**src/rtl/core/bat_pkg.sv**
```systemverilog
// Shared types and codes for the block arrival tracker.
// Holds function, result kind and register codes and the scan unit structs.
// No dependencies.
`default_nettype none

package bat_pkg;

    localparam int DEF_MAX_BLOCKS = 4096;
    localparam int DEF_MAX_REPORT = 64;

    localparam int CFG_IDX_W  = 4;
    localparam int CFG_DATA_W = 13;
    localparam int RANGE_W    = 7;

    localparam logic [1:0] FUNC_CLEAR = 2'd0;
    localparam logic [1:0] FUNC_WRITE = 2'd1;
    localparam logic [1:0] FUNC_QUERY = 2'd2;

    localparam logic [CFG_IDX_W-1:0] REG_IMAGE_BLOCKS = 4'd0;
    localparam logic [CFG_IDX_W-1:0] REG_MAX_RANGES   = 4'd1;

    typedef enum logic [2:0] {
        KIND_WRITE = 3'd0,
        KIND_GAP   = 3'd1,
        KIND_DONE  = 3'd2,
        KIND_ERROR = 3'd3,
        KIND_CLEAR = 3'd4
    } kind_t;

    // Request to the bit search unit: search one bitmap word from a bit offset.
    // Bits at or above valid_bits lie past the image end and read as written.
    typedef struct packed {
        logic [31:0] word;
        logic [4:0]  offset;
        logic [5:0]  valid_bits;
        logic        find_one;
    } scan_req_t;

    typedef struct packed {
        logic       found;
        logic [4:0] pos;
    } scan_res_t;

endpackage

`default_nettype wire

```
**src/rtl/core/bat_scan.sv**
```systemverilog
// Shared bit search unit: finds the lowest bit at or above an offset in one
// bitmap word that is set (find_one) or clear. Uses bat_pkg structs.
`default_nettype none

module bat_scan (
    input  wire bat_pkg::scan_req_t req,
    output bat_pkg::scan_res_t      res
);
    import bat_pkg::*;

    logic [31:0] eff;
    logic [31:0] above;
    logic [31:0] cand;
    logic [31:0] lowest;
    logic [4:0]  pos;

    always_comb
    begin
        for (int i = 0; i < 32; i++)
        begin
            eff[i]   = (6'(i) >= req.valid_bits) ? 1'b1 : req.word[i];
            above[i] = (5'(i) >= req.offset);
        end
        cand   = (req.find_one ? eff : ~eff) & above;
        lowest = cand & (~cand + 32'd1);
        pos    = '0;
        for (int i = 0; i < 32; i++)
        begin
            if (lowest[i])
            begin
                pos = pos | 5'(i);
            end
        end
        res.found = |cand;
        res.pos   = pos;
    end

endmodule

`default_nettype wire

```
**config.mk**
```make
export PLATFORM = sky130hd
export DESIGN_NAME = bat_scan
export DESIGN_NICKNAME = d
export VERILOG_FILES = /design/src/rtl/core/bat_pkg.sv /design/src/rtl/core/bat_scan.sv
export SDC_FILE = /design/constraint.sdc
export NUM_CORES = 1
export LEC_CHECK = 0
export BUFFER_PORTS_ARGS = -buffer_cell sky130_fd_sc_hd__buf_2
export CAP_MARGIN = 30
export CORE_ASPECT_RATIO = 0.9
export CORE_MARGIN = 3
export CORE_UTILIZATION = 62
export DETAILED_ROUTE_END_ITERATION = 8
export MAX_ROUTING_LAYER = met4
export PLACE_DENSITY_LB_ADDON = 0.1
export SLEW_MARGIN = 20
export SYNTH_ARGS = -nofsm -noshare
export SYNTH_HDL_FRONTEND = slang
export SYNTH_SLANG_ARGS = --single-unit
```
**constraint.sdc**
```tcl
create_clock -name vclk -period 6.3
set_input_delay 0.63 -clock vclk [all_inputs]
set_output_delay 0.63 -clock vclk [all_outputs]
set_load 0.01 [all_outputs]
```
==> flow_summary.ini <==
[floorplan]
num_rows = 19
start_util = 0.6565
dieHeight_um = 60.48
fp.coreArea_um2 = 3114
fp.dieArea_um2 = 4023
die_x_um = 66.53
ios = 50

[min_path]
hold_end = res[5]
hold_depth = 6
hp-class = in2out
hold_start = req[43]

[sta]
rsz0062_at_grt = false
finalCriticalPeriod_ns = 4.464
setup_viol = 0
tightest_slew_ns = 0.7757
maxSlewHeadroom = 0.4823
period_share = 0.7086
max_clock_freq_mhz = 224.0
fin_tns_setup_ns = 0
finalMaxSlewViolations = 0
hold_viol_final = 0
timing.hold.ws_ns = 1.809

[clock_tree]
post_cts_resized = 0
cts_hold_buf = 0
post-cts-setup-buffers = 0

[detailed_routing]
initialDrtViolationCount = 321
via_count = 2684
wl_met3_um = 744
routed_wl_um = 6600
avgRoutedWirePerCell_um = 17.65
met2_length_um = 2948
m1WireLength_um = 2675
vias_per_cell = 7.176
routed.top_layer = met4
drc_errors = 0
ant_nets = 0
firstDrtPassIters = 5

[final_layout]
nets = 378
drive_gt1_frac = 0.2319
mostFrequentLayoutCells = buf_2, a21oi_1, o21ai_0, nand2_1, nor2_1
antenna_cells = 0
final-seq-area_um2 = 0
area_growth_pct = 7.221
finalInstanceArea_um2 = 2192
final_cells = 374
design.seq.count = 0
final_common_cell = buf_2
num-clock-buffers = 0
fillers = 290

[power]
report.power.total_w = 0.0001817
p_leak_nw = 0.8015
powerDensity_nw_per_um2 = 82.87
vdd_ir_drop_max_mv = 0.04206

[logic_synthesis]
yosysSeqAreaShare = 0
yosysUniqueCellTypes = 76
synth_cells = 311
yosys_warnings = 0
synth_fp_nets = 355
syn_avg_cell_area_um2 = 6.574
netlist_area_um2 = 2044

[placed_design]
dp.cells = 374
io_buffers = 50
hpwlAfterDp_um = 4950
dpl_cell_area_um2 = 2192
routabilityCongestion = 0.9372

[setup_path]
path_cells = buf_2, inv_1, o41a_1, o21a_1, or3_4, nor4b_4, nor3b_2, a31o_1, nand4bb_1, buf_2
startpoint_type = input port
crit_fanout = 39
arrival_ns = 3.83
endpoint_kind = output pin
crit_buf_inv = 3
cp_common_cell = buf_2
cp.required_ns = 5.67
critPathKind = in2out
cp_top_family = buffers and inverters
slowest_delay_ns = 0.57
slowest_stage = inv_1

[global_routing]
antenna_found_initial = 0
grt_pass1_wl_um = 10410
first_global_vias = 2238
grt_overflow = 0
gr-usage-all-layers = 0.3353
grt_start_max_net_pins = 40

[flow_run]
drv_cap = 0

[run_status]
status = finished clean
## where the power goes
part           total, W  leakage, nW  switching (W)  internal (W)
Clock                 0            0              0             0
Combinational  0.000182        0.802       0.000111     0.0000709
Sequential            0            0              0             0
Total          0.000182        0.802       0.000111     0.0000709
## final cells by class
type	count	area [µm²]	area share
Inverter	7	26.28	0.01199
Multi-Input combinational cell	275	1863	0.8499
Tap cell	42	52.55	0.02397
Timing Repair Buffer	50	250.2	0.1142
## cells by family after synthesis
family | count (synthesis) | synth area share
buffers and inverters | 36 | 0.08874
and+or+nand+nor | 114 | 0.3280
xor gates and xnor gates | 10 | 0.04284
AOI/OAI and AO/OA | 143 | 0.4994
muxes | 8 | 0.04100
## metal layers
layer	GRT usage	vias up
li1	-	1278
met1	0.4414	1214
met3	0.04630	20
met4	0.09855	0
met2	0.5361	172
met5	-	-
## metrics by stage
stage	utilization	setup slack, ns
after detailed placement	0.7039	1.934
after global placement	0.7039	1.990
after CTS	0.7039	1.930
final	0.7039	1.836
after floorplan	-	2.848
after global routing	0.7039	1.686
## worst min-delay path: stages
cell and delay, ns:
buf_2 0.08, nor2_1 0.04, xnor2_1 0.15, nand2_1 0.08
or4_1 0.09, buf_2 0.11
## worst max path at each step
stage          startpoint     end  slack, ns  depth (start not counted)
2_1_floorplan      req[5]  res[5]       2.85                          7
3_3_place_gp       req[0]  res[5]       1.99                          9
3_5_place_dp       req[0]  res[4]       1.93                         10
4_1_cts            req[0]  res[4]       1.93                         10
5_1_grt            req[0]  res[4]       1.69                         10
6_report           req[0]  res[4]       1.84                         10
## synth_stat cells, types with 2 or more instances
library cell / number / area (µm²)
a32oi_1: 3 / 26.28
or4_1: 2 / 15.01
a311o_1: 3 / 30.03
inv_1: 7 / 26.28
o21ai_0: 23 / 115.1
buf_4: 4 / 30.03
nand3b_1: 3 / 22.52
o21a_1: 2 / 15.01
a31oi_1: 6 / 37.54
o41a_1: 2 / 22.52
a211oi_1: 8 / 60.06
nand2_1: 23 / 86.33
a21oi_1: 35 / 175.2
and2_1: 3 / 18.77
or3_1: 4 / 25.02
o211ai_1: 8 / 60.06
a221oi_1: 2 / 17.52
clkbuf_1: 6 / 22.52
o221a_2: 3 / 33.78
o221ai_1: 3 / 26.28
nor2b_1: 2 / 12.51
nor2_1: 20 / 75.07
o22ai_1: 2 / 12.51
buf_1: 4 / 15.01
o21bai_1: 4 / 30.03
nor3_2: 2 / 20.02
o211a_1: 2 / 20.02
xnor2_1: 10 / 87.58
a21o_1: 7 / 52.55
a2111oi_1: 2 / 20.02
buf_2: 13 / 65.06
or2_2: 7 / 43.79
mux2i_1: 5 / 50.05
nand3_1: 14 / 70.07
o31ai_1: 5 / 37.54
buf_6: 2 / 22.52
nor3_1: 7 / 35.03
mux2_2: 3 / 33.78
nand2b_1: 7 / 43.79
nand4_1: 5 / 31.28
nor4_1: 3 / 18.77
Note: power is estimated with default switching activity, not from simulation.
